<file path="config.mk">
export PLATFORM = sky130hd
export DESIGN_NAME = positional_list_engine_top
export DESIGN_NICKNAME = d
export VERILOG_FILES = /design/src/hdl/ple_pkg.sv /design/src/hdl/positional_list_engine_top.sv
export SDC_FILE = /design/constraint.sdc
export NUM_CORES = 1
export LEC_CHECK = 0
export BUFFER_PORTS_ARGS = -buffer_cell sky130_fd_sc_hd__buf_2
export CORE_UTILIZATION = 27
export CTS_CLUSTER_SIZE = 25
export DETAILED_ROUTE_END_ITERATION = 10
export GPL_TIMING_DRIVEN = 0
export SLEW_MARGIN = 40
export SYNTH_ARGS = -nofsm -noshare
export SYNTH_HDL_FRONTEND = slang
export SYNTH_SLANG_ARGS = --single-unit
</file>
<file path="constraint.sdc">
create_clock -name clk -period 9.56 [get_ports clk]
set_input_delay 1.912 -clock clk [delete_from_list [all_inputs] [get_ports clk]]
set_output_delay 1.912 -clock clk [all_outputs]
set_load 0.05 [all_outputs]
</file>
<file path="src/hdl/ple_pkg.sv">
// ----------------------------------------------------------------------------
// ple_pkg
// Operation and status codes shared by the positional list engine.
// ----------------------------------------------------------------------------
`default_nettype none

package ple_pkg;

  typedef logic [2:0] func_t;
  typedef logic [2:0] status_t;

  localparam func_t FN_INS_FRONT = 3'd0;
  localparam func_t FN_INS_BACK  = 3'd1;
  localparam func_t FN_INS_AT    = 3'd2;
  localparam func_t FN_DEL_FRONT = 3'd3;
  localparam func_t FN_DEL_BACK  = 3'd4;
  localparam func_t FN_DEL_AT    = 3'd5;
  localparam func_t FN_SEARCH    = 3'd6;

  localparam status_t ST_OK        = 3'd0;
  localparam status_t ST_NOT_FOUND = 3'd1;
  localparam status_t ST_EMPTY     = 3'd2;
  localparam status_t ST_BOUNDS    = 3'd3;
  localparam status_t ST_FULL      = 3'd4;
  localparam status_t ST_INVALID   = 3'd5;

endpackage

`default_nettype wire

</file>
<file path="src/hdl/positional_list_engine_top.sv">
// ----------------------------------------------------------------------------
// positional_list_engine_top
// Dense ordered list of signed 32-bit values, with a count, in a two-port
// memory. Inserts, deletes and searches walk the memory one entry at a time.
// ----------------------------------------------------------------------------
//  channel   ports                                  handshake
//  command   func, value, position                  start, taken when !busy
//  result    status, found_index, length            done, one cycle
//
//  Insert reads and rewrites each entry it moves (S_INS_RD, S_INS_WR), then
//  writes the new value (S_INS_FIN); delete reads and rewrites each entry it
//  moves (S_DEL_RD, S_DEL_WR); search reads and compares each entry in turn
//  (S_SRCH_RD, S_SRCH_CMP). A search of a full list takes longest. busy is
//  high from the cycle after start and low again in the cycle done is high.
//  Synchronous reset empties the list; memory contents are not cleared.
//  The result cannot be stalled; done is high for exactly one cycle.
// ----------------------------------------------------------------------------
`default_nettype none

module positional_list_engine_top #(
  parameter int CAPACITY = 16
) (
  input  wire logic                  clk,
  input  wire logic                  rst,
  input  wire logic                  start,
  output logic                       busy,
  input  wire ple_pkg::func_t        func,
  input  wire logic signed [31:0]    value,
  input  wire logic signed [7:0]     position,
  output logic                       done,
  output ple_pkg::status_t           status,
  output logic [3:0]                 found_index,
  output logic [4:0]                 length
);

  localparam int AW   = (CAPACITY > 1) ? $clog2(CAPACITY) : 1;
  localparam int CW   = $clog2(CAPACITY + 1);
  localparam int CMPW = (CW > 7) ? CW + 1 : 8;

  localparam logic [3:0] S_IDLE     = 4'd0;
  localparam logic [3:0] S_DECIDE   = 4'd1;
  localparam logic [3:0] S_INS_RD   = 4'd2;
  localparam logic [3:0] S_INS_WR   = 4'd3;
  localparam logic [3:0] S_INS_FIN  = 4'd4;
  localparam logic [3:0] S_DEL_RD   = 4'd5;
  localparam logic [3:0] S_DEL_WR   = 4'd6;
  localparam logic [3:0] S_SRCH_RD  = 4'd7;
  localparam logic [3:0] S_SRCH_CMP = 4'd8;

  logic [3:0]          state, state_next;
  logic [CW-1:0]       count, count_next;
  logic [CW-1:0]       idx, idx_next;
  logic [CW-1:0]       tgt, tgt_next;
  ple_pkg::func_t      op;
  logic signed [31:0]  key;
  logic [7:0]          pos;

  logic [31:0]         mem [CAPACITY];
  logic [31:0]         rdata;
  logic                we;
  logic [AW-1:0]       waddr, raddr;
  logic [31:0]         wdata;

  logic                emit;
  ple_pkg::status_t    emit_status;
  logic [CW-1:0]       emit_found;

  logic [CMPW-1:0]     cnt_x, tpos_x;
  logic                is_ins, is_del;

  assign busy = (state != S_IDLE);

  always_comb begin
    cnt_x  = CMPW'(count);
    is_ins = (op == ple_pkg::FN_INS_FRONT) || (op == ple_pkg::FN_INS_BACK) ||
             (op == ple_pkg::FN_INS_AT);
    is_del = (op == ple_pkg::FN_DEL_FRONT) || (op == ple_pkg::FN_DEL_BACK) ||
             (op == ple_pkg::FN_DEL_AT);
    case (op)
      ple_pkg::FN_INS_BACK: tpos_x = cnt_x;
      ple_pkg::FN_DEL_BACK: tpos_x = cnt_x - CMPW'(1);
      ple_pkg::FN_INS_AT,
      ple_pkg::FN_DEL_AT:   tpos_x = CMPW'(pos[6:0]);
      default:              tpos_x = '0;
    endcase
  end

  always_comb begin
    state_next  = state;
    count_next  = count;
    idx_next    = idx;
    tgt_next    = tgt;
    emit        = 1'b0;
    emit_status = ple_pkg::ST_INVALID;
    emit_found  = '0;
    we          = 1'b0;
    waddr       = idx[AW-1:0];
    wdata       = rdata;
    raddr       = idx[AW-1:0];

    case (state)
      S_IDLE: begin
        if (start) begin
          state_next = S_DECIDE;
        end
      end
      S_DECIDE: begin
        tgt_next = CW'(tpos_x);
        if (is_ins) begin
          if (op == ple_pkg::FN_INS_AT && pos[7]) begin
            emit = 1'b1;
            emit_status = ple_pkg::ST_INVALID;
          end else if (tpos_x > cnt_x) begin
            emit = 1'b1;
            emit_status = ple_pkg::ST_BOUNDS;
          end else if (cnt_x >= CMPW'(CAPACITY)) begin
            emit = 1'b1;
            emit_status = ple_pkg::ST_FULL;
          end else begin
            idx_next = count;
            state_next = (cnt_x > tpos_x) ? S_INS_RD : S_INS_FIN;
          end
        end else if (is_del) begin
          if (op == ple_pkg::FN_DEL_AT && pos[7]) begin
            emit = 1'b1;
            emit_status = ple_pkg::ST_INVALID;
          end else if (count == '0) begin
            emit = 1'b1;
            emit_status = ple_pkg::ST_EMPTY;
          end else if (tpos_x >= cnt_x) begin
            emit = 1'b1;
            emit_status = ple_pkg::ST_BOUNDS;
          end else if ((tpos_x + CMPW'(1)) < cnt_x) begin
            idx_next = CW'(tpos_x);
            state_next = S_DEL_RD;
          end else begin
            count_next = count - CW'(1);
            emit = 1'b1;
            emit_status = ple_pkg::ST_OK;
          end
        end else if (op == ple_pkg::FN_SEARCH) begin
          if (count == '0) begin
            emit = 1'b1;
            emit_status = ple_pkg::ST_NOT_FOUND;
          end else begin
            idx_next = '0;
            state_next = S_SRCH_RD;
          end
        end else begin
          emit = 1'b1;
          emit_status = ple_pkg::ST_INVALID;
        end
      end
      S_INS_RD: begin
        raddr = AW'(idx - CW'(1));
        state_next = S_INS_WR;
      end
      S_INS_WR: begin
        we = 1'b1;
        waddr = idx[AW-1:0];
        wdata = rdata;
        idx_next = idx - CW'(1);
        state_next = ((idx - CW'(1)) > tgt) ? S_INS_RD : S_INS_FIN;
      end
      S_INS_FIN: begin
        we = 1'b1;
        waddr = tgt[AW-1:0];
        wdata = key;
        count_next = count + CW'(1);
        emit = 1'b1;
        emit_status = ple_pkg::ST_OK;
      end
      S_DEL_RD: begin
        raddr = AW'(idx + CW'(1));
        state_next = S_DEL_WR;
      end
      S_DEL_WR: begin
        we = 1'b1;
        waddr = idx[AW-1:0];
        wdata = rdata;
        idx_next = idx + CW'(1);
        if ((idx + CW'(2)) < count) begin
          state_next = S_DEL_RD;
        end else begin
          count_next = count - CW'(1);
          emit = 1'b1;
          emit_status = ple_pkg::ST_OK;
        end
      end
      S_SRCH_RD: begin
        raddr = idx[AW-1:0];
        state_next = S_SRCH_CMP;
      end
      S_SRCH_CMP: begin
        if (rdata == key) begin
          emit = 1'b1;
          emit_status = ple_pkg::ST_OK;
          emit_found = idx;
        end else if ((idx + CW'(1)) >= count) begin
          emit = 1'b1;
          emit_status = ple_pkg::ST_NOT_FOUND;
        end else begin
          idx_next = idx + CW'(1);
          state_next = S_SRCH_RD;
        end
      end
      default: begin
        state_next = S_IDLE;
      end
    endcase

    if (emit) begin
      state_next = S_IDLE;
    end
  end

  always_ff @(posedge clk) begin
    if (we) begin
      mem[waddr] <= wdata;
    end
    rdata <= mem[raddr];
  end

  always_ff @(posedge clk) begin
    if (rst) begin
      state <= S_IDLE;
      count <= '0;
      done  <= 1'b0;
    end else begin
      state <= state_next;
      count <= count_next;
      done  <= emit;
    end
  end

  always_ff @(posedge clk) begin
    idx <= idx_next;
    tgt <= tgt_next;
    if (start && !busy) begin
      op  <= func;
      key <= value;
      pos <= position;
    end
    if (emit) begin
      status      <= emit_status;
      found_index <= 4'(32'(emit_found));
      length      <= 5'(32'(count_next));
    end
  end

`ifndef SYNTHESIS
  a_count_cap: assert property (@(posedge clk) disable iff (rst)
    count <= CW'(CAPACITY))
    else $error("entry count above capacity");

  a_done_after_busy: assert property (@(posedge clk) disable iff (rst)
    done |-> $past(busy))
    else $error("result without an operation in progress");

  a_start_decide: assert property (@(posedge clk) disable iff (rst)
    (start && !busy) |=> state == S_DECIDE)
    else $error("accepted transaction did not enter decode");

  a_ins_grow: assert property (@(posedge clk) disable iff (rst)
    (done && status == ple_pkg::ST_OK && is_ins) |-> count == $past(count) + CW'(1))
    else $error("successful insert did not grow the list");

  a_write_busy: assert property (@(posedge clk) disable iff (rst)
    we |-> busy)
    else $error("memory write while idle");
`endif

endmodule

`default_nettype wire
</file>
==> impl_metrics.tcl, run 1 <==
set metrics [dict create \
    grt_setup_unrepaired "no" \
    crit_fanout 9 \
    multi_input_area_mm2 0.007186 \
    cts_resized 0 \
    comb_power_share_pct 31.1 \
    power_switching_w 0.003006 \
    fin_nets 1677 \
    required_ps 9810 \
    antenna_left 0 \
    cp-end-kind "register" \
    ir_drop_v 0.0001836 \
    drcViolationCount 0 \
    cap_violations 0 \
    drive_gt1_share_pct 24.55 \
    worstReg2RegStart "count[0]" \
    regArea_mm2 0.01817 \
    final_common_cell "edfxtp_1" \
    synth_ff_type "edfxtp_1" \
    ys_types 78 \
    drt_first_pass_iters 5 \
    grt_max_degree 25 \
    period_share_pct 53.09 \
    die_w_um 309.9 \
    wl_per_cell_um 21.59 \
    syn_to_final_growth_pct 19.58 \
    grtUsageTotal_pct 12.98 \
    p_clk_share_pct 26.4 \
    gr-total-overflow 0 \
    grt_pass1_wl_mm 91.38 \
    seq_area_frac_synth_pct 70.99 \
    final_cell_mix "edfxtp_1 (577), nand2_1 (144), mux4_2 (128), mux2i_1 (97), buf_2 (80)" \
    maxSlewHeadroom_pct 38.66 \
    criticalPathCategory "register to register" \
    seqPwrFrac_pct 42.5 \
    yosys_warnings 0 \
    pin_count 60 \
    fp.dieH_um 309.9 \
    syn_nets 1512 \
    min_period_ps 5076 \
    numPortBuffers 59 \
    grt_pass1_vias 13860 \
    clock_path_buffers 3 \
    die_area_mm2 0.09602 \
    vias_per_cell 4.696 \
    drt_first_iter_violations 1260 \
    hpwl_mm 42.57 \
    std_cell_rows 112 \
    hp-class "register to register" \
    r2r_setup_slack_ps 4480 \
    p_leak_nw 10.22 \
    p_total_w 0.009145 \
    startpoint "count[0]" \
    nFillCells 8968 \
    rr_endpoint "idx[1]" \
    vias 13640 \
    place_congestion 0.8379 \
    cp-endpoint "idx[1]" \
    synth_edf_count 577 \
    drt-total-wl_mm 62.70 \
    cts-root-buf "clkbuf_16" \
    critPathArrivalTime_ps 5330 \
    p_per_area_mw_per_mm2 298.8 \
    drv_slew 0 \
    synth_cells 1433 \
    setup_viol 0 \
    fmax_mhz 197.0 \
    hold_buffers 0 \
    synthArstFlopShare_pct 0 \
    antenna_found_initial 1 \
    cts_buffers 61 \
    fin_setup_tns_ps 0 \
    internal-power_w 0.006139 \
    ys_seq_elements 619 \
    clock-sinks 619 \
    fin_skew_ps 31.90 \
    clkSlewWorstSetupHoldPaths_ps 60 \
    swShare_pct 32.87 \
    syn_avg_cell_area_um2 17.86 \
    coreArea_mm2 0.09361 \
    post-cts-setup-buffers 0 \
    rr_worst_depth 14 \
    start_util_pct 27.34 \
    start_kind "register" \
    synth_area_mm2 0.02559 \
    cts_tree "yes" \
    hold_viol_final 0 \
    num_antenna_cells 0 \
    worstMarginPinSlew_ps 911.7 \
    clkLatencyLatePin_ps 640 \
    outcome "finished, final reports clean" \
    htree_levels 2 \
]
[through the flow]
stage / hold slack (ps) / std cells / util (%) / worst slack, ps / area, µm²
after floorplan: 574.1 / 1433 / - / 5405 / 25590
after global placement: 668.8 / 2746 / 29.33 / 3666 / 27460
after detailed placement: 674.5 / 2789 / 30.51 / 4498 / 28560
after CTS: 683.3 / 2904 / 32.68 / 4459 / 30590
after global routing: 752.6 / 2904 / 32.69 / 4148 / 30600
final: 689.7 / 2904 / 32.69 / 4484 / 30600
[power groups by stage]
stage,clock network (W),registers [W],logic (W)
after floorplan,0,0.00397,0.00186
after global placement,0,0.00394,0.00270
after detailed placement,0,0.00394,0.00286
final,0.00241,0.00388,0.00285
after CTS,0.00246,0.00388,0.00287
after global routing,0.00256,0.00390,0.00309
[routing by layer]
metal  global-route usage [%]  up-vias  part of all wire, %
li1                         -     6027                    -
met1                    17.68     7083                   44
met2                    21.63      453                   48
met3                    2.022       73                  6.1
met4                    3.196        0                  1.9
met5                        0        -                    0
[Yosys cell counts, types with 4 or more instances]
master	instances	area, µm²
nand2_1	144	540.5
mux2i_1	97	970.9
buf_1	8	30.03
mux4_2	128	2883
and2_1	6	37.54
inv_1	23	86.33
nand4_1	10	62.56
xor2_1	6	52.55
o211ai_1	7	52.55
nand2b_1	8	50.05
nor2_1	53	198.9
clkbuf_1	23	86.33
xnor2_1	40	350.3
nor3_1	8	40.04
a21oi_1	27	135.1
nor2b_1	14	87.58
a22oi_1	4	30.03
and3_1	9	56.30
buf_2	21	105.1
dfxtp_1	42	840.8
buf_4	11	82.58
o21a_1	5	37.54
ha_1	33	412.9
a31oi_1	17	106.4
o21ai_0	22	110.1
nand3_1	14	70.07
edfxtp_1	577	17330
[worst max-delay path, stage by stage, from the launching register on]
cell and delay (ps):
dfxtp_1 530, clkbuf_1 420, inv_1 90, ha_1 300
nor3b_4 210, xnor2_1 180, o21ai_2 80, a22oi_2 340
inv_1 140, ha_1 350, and4_1 370, a311oi_1 90
a311oi_1 520, a31oi_1 360, a211oi_1 700
[final cells by class]
cell class | count | share of cell area [%]
Sequential cell | 619 | 59.37
Tap cell | 1254 | 5.127
Multi-Input combinational cell | 727 | 23.48
Buffer | 64 | 1.051
Timing Repair Buffer | 102 | 4.060
Clock buffer | 87 | 5.638
Inverter | 23 | 0.2821
Clock inverter | 28 | 0.9935
[worst min-delay path by stage]
stage,startpoint,to,slack [ps],cells past startpoint
global route,count[1],count[1],750,2
floorplan,count[1],count[1],570,2
detailed placement,count[1],count[1],670,2
CTS,count[1],count[1],680,2
finish,count[1],count[1],690,2
global placement,count[1],count[1],670,2
[cells by family (layout without fill, tap and decap cells)]
group,count (synthesis),count (layout),share of synthesized area (%)
flops,619,619,70.99
simple gates,298,298,5.740
xor+xnor,46,46,1.574
mux,228,228,15.19
buf+inv,87,304,1.569
fa+ha+maj,33,33,1.613
compound gates,122,122,3.320
[sequential cells by signal, indices dropped and copies added (netlist names)]
signal and cells:
state 4, op 3, found_index 4, count 5, key 32, pos 8, done 1, tgt 5
status 3, mem 512, length 5, idx 5, rdata 32
Power figures use the tool's default switching activity.
==> inputs of run 2 (changes only) <==
--- a/config.mk
+++ b/config.mk
@@ -5,6 +5,7 @@
 export SDC_FILE = /design/constraint.sdc
 export NUM_CORES = 1
 export LEC_CHECK = 0
+export ABC_AREA = 1
 export BUFFER_PORTS_ARGS = -buffer_cell sky130_fd_sc_hd__buf_2
 export CORE_UTILIZATION = 27
 export CTS_CLUSTER_SIZE = 25
==> constraint.sdc (replaced) <==
create_clock -name clk -period 4.3 [get_ports clk]
set_input_delay 0.86 -clock clk [delete_from_list [all_inputs] [get_ports clk]]
set_output_delay 0.86 -clock clk [all_outputs]
set_load 0.05 [all_outputs]
==> run 2 against run 1 <==
Core utilization shrank 0.28 points. Die area grew 1.1%. Clock-buffer cell count shrank 14. Critical path type unchanged. Hold slack lost 320 ps. Highest routed layer unchanged. Non-clock buffer count grew 51. Largest cell class unchanged. Maximum frequency grew 31%. Critical endpoint is now length[2]. Worst setup slack lost 4100 ps. Cell area grew 0.64%. Register-to-register slack lost 4100 ps. Clock power grew 130%. Clock skew grew 27 ps. Via count grew 29%.
==> impl_metrics.tcl, run 2 <==
set metrics [dict create \
    ir_drop_v 0.0003473 \
    drv_slew 0 \
    ys_seq_elements 619 \
    synth_edf_count 577 \
    ys_types 48 \
    regMostFlops "mem" \
    synthArstFlopShare_pct 0 \
    hp-class "input port to register" \
    final_util_pct 32.41 \
    drt-total-wl_mm 75.10 \
    clock-sinks 619 \
    cap_violations 0 \
    cts_buffers 61 \
    r2r_setup_slack_ps 430 \
    start_kind "register" \
    p_leak_nw 10.56 \
    fin_nets 2352 \
    synth_ff_type "edfxtp_1" \
    nFillCells 9500 \
    grt_pass1_vias 17000 \
    maxSlewHeadroom_pct 42.64 \
    cts_tree "yes" \
    drt_first_iter_violations 1922 \
    crit_chain "inv_1, ha_1, inv_1, nand3_1, nand2_1, inv_1, nand2_2, ha_1, inv_1, nor2_2, nand2_1, xor2_1, inv_1, ha_1, nand2_1, nand2_1, a21oi_1, nand2_2, nand3_2, nand3_4, nand2_2, nand2_2" \
    grt_pass1_wl_mm 110.0 \
    numPortBuffers 59 \
    use_met3_pct 2.669 \
    antenna_left 0 \
    std_cell_rows 113 \
    p_per_area_mw_per_mm2 742.9 \
    syn_avg_cell_area_um2 12.26 \
    seq_area_frac_synth_pct 70.22 \
    synth_common_cells "edfxtp_1 (577), nor2_1 (338), o21ai_0 (249)" \
    min_period_ps 3870 \
    yosys.cell_count.top_type "edfxtp_1" \
    setup_viol 0 \
    clock_path_buffers 3 \
    syn_nets 2189 \
    grt_max_degree 19 \
    num_antenna_cells 0 \
    die_area_mm2 0.09707 \
    met2_usage_pct 24.52 \
    outcome "finished, final reports clean" \
    antenna_found_initial 0 \
    grt_setup_unrepaired "no" \
    placed_area_mm2 0.02871 \
    fmax_mhz 258.4 \
    slowest_stage "dfxtp_1" \
    criticalPathCategory "register to register" \
    yosysTopAreaCell "edfxtp_1" \
    path_common_cell "inv_1" \
    syn_to_final_growth_pct 19.03 \
    worstMarginPinSlew_ps 860.4 \
    period_share_pct 90.00 \
    cpPeakStageDelay_ps 560 \
    reg_top3 "mem (512), key (32), rdata (32)" \
    grt-busiest-layer "met2" \
    clkSlewWorstSetupHoldPaths_ps 60 \
    start_util_pct 27.23 \
    hold_buffers 0 \
    final_cell_mix "edfxtp_1 (577), nor2_1 (321), o21ai_0 (237), nand2_1 (231), buf_2 (123)" \
    required_ps 4620 \
    die_w_um 311.6 \
    fin_setup_tns_ps 0 \
    yosys_warnings 0 \
    clkLatencyLatePin_ps 670 \
    wl_per_cell_um 20.91 \
    synth_cells 2110 \
    grtUsageTotal_pct 15.15 \
    synthTopCellsByArea "edfxtp_1 (67%), nor2_1 (4.9%), o21ai_0 (4.8%)" \
    hpwl_mm 50.89 \
    fp.dieH_um 311.6 \
    place_congestion 0.8284 \
    vias_per_cell 4.886 \
    crit_fanout 12 \
    finish.instance_area_mm2 0.03080 \
    largest_reg_flops 512 \
    drt_first_pass_iters 5 \
    synth_top_area_share_pct 66.97 \
    synth_area_mm2 0.02587 \
    grt_use_met1_pct 20.64 \
    gr-total-overflow 0 \
    fin_skew_ps 59.24 \
    pin_count 60 \
    final_common_cell "edfxtp_1" \
    htree_levels 2 \
    coreArea_mm2 0.09501 \
    cp-end-kind "register" \
    vias 17550 \
    critPathArrivalTime_ps 4190 \
    hold_viol_final 0 \
    drcViolationCount 0 \
    drive_gt1_share_pct 16.08 \
    cts-root-buf "clkbuf_16" \
]
run 2: changes by cell type in the layout (fill, tap and decap cells not counted), sizes merged, moves of 18 or more:
cell,delta
o221ai,+69
o21ai,+263
nand3,+39
mux2i,-97
inv,+83
nand2,+102
buf,+32
o22ai,+56
nor2,+293
o211ai,+55
xnor2,-18
mux4,-128
run 2: worst paths after layout:
path / start / to / cells after the start
worst max-delay path: count[1] / length[2] / 22
worst min-delay path: value[7] / key[7] / 1
worst max register to register: count[1] / length[2] / 22
worst min register to register: state[0] / done / 2
run 2: per-stage QoR:
stage | total power (W) | instances | hold WS [ps] | setup slack [ps]
floorplan | 0.01393 | 2110 | 523.0 | 1024
global placement | 0.01709 | 3434 | 558.5 | -1451
detailed placement | 0.01741 | 3475 | 571.8 | 162.9
CTS | 0.02289 | 3591 | 336.4 | 127.7
global route | 0.02400 | 3591 | 347.7 | 186.8
finish | 0.02288 | 3591 | 374.2 | 429.9
run 2: logic make-up after synthesis:
family | share of synthesized area [%]
fa+ha+maj | 1.596
buf+inv | 3.743
compound gates | 12.35
simple gates | 11.01
xor+xnor | 1.083
flops | 70.22
run 2: what timing repair did:
item	CTS	global route
endpoints found under the hold margin	0	0
gates resized for setup	0	2
setup endpoints to repair	0	12
setup buffers	0	0
run 2: report_power, final:
group          switching (W)  total, W  internal (W)
clock network        0.00237   0.00550       0.00313
logic                0.00657   0.00895       0.00238
registers           0.000260   0.00843       0.00817
total                0.00920    0.0229        0.0137
run 2: layout make-up:
cell class	count	area (µm²)	area share [%]
clock buffers	73	1622	5.265
flip-flops and latches	619	18170	59.00
clock inverters	43	460.4	1.495
repair buffers	100	1074	3.486
plain buffers	117	565.5	1.836
multi-input cells	1265	6915	22.45
inverters	109	409.1	1.329
well taps	1265	1583	5.139
run 2: worst max-delay path, delay by kind of cell, from the launching register on:
family | cells | cell delay (ps)
AO/OA/AOI/OAI | 1 | 150
flip-flops | 1 | 560
adder cells (fa/ha/maj) | 3 | 900
AND/OR/NAND/NOR | 12 | 1300
buffers and inverters | 5 | 530
XOR/XNOR | 1 | 130
run 2: layer usage:
| metal | part of all wire (%) | up-vias |
|---|---|---|
| met5 | 0 | - |
| met4 | 2.4 | 0 |
| met3 | 8.8 | 120 |
| met2 | 46 | 852 |
| met1 | 42 | 8541 |
| li1 | - | 8033 |
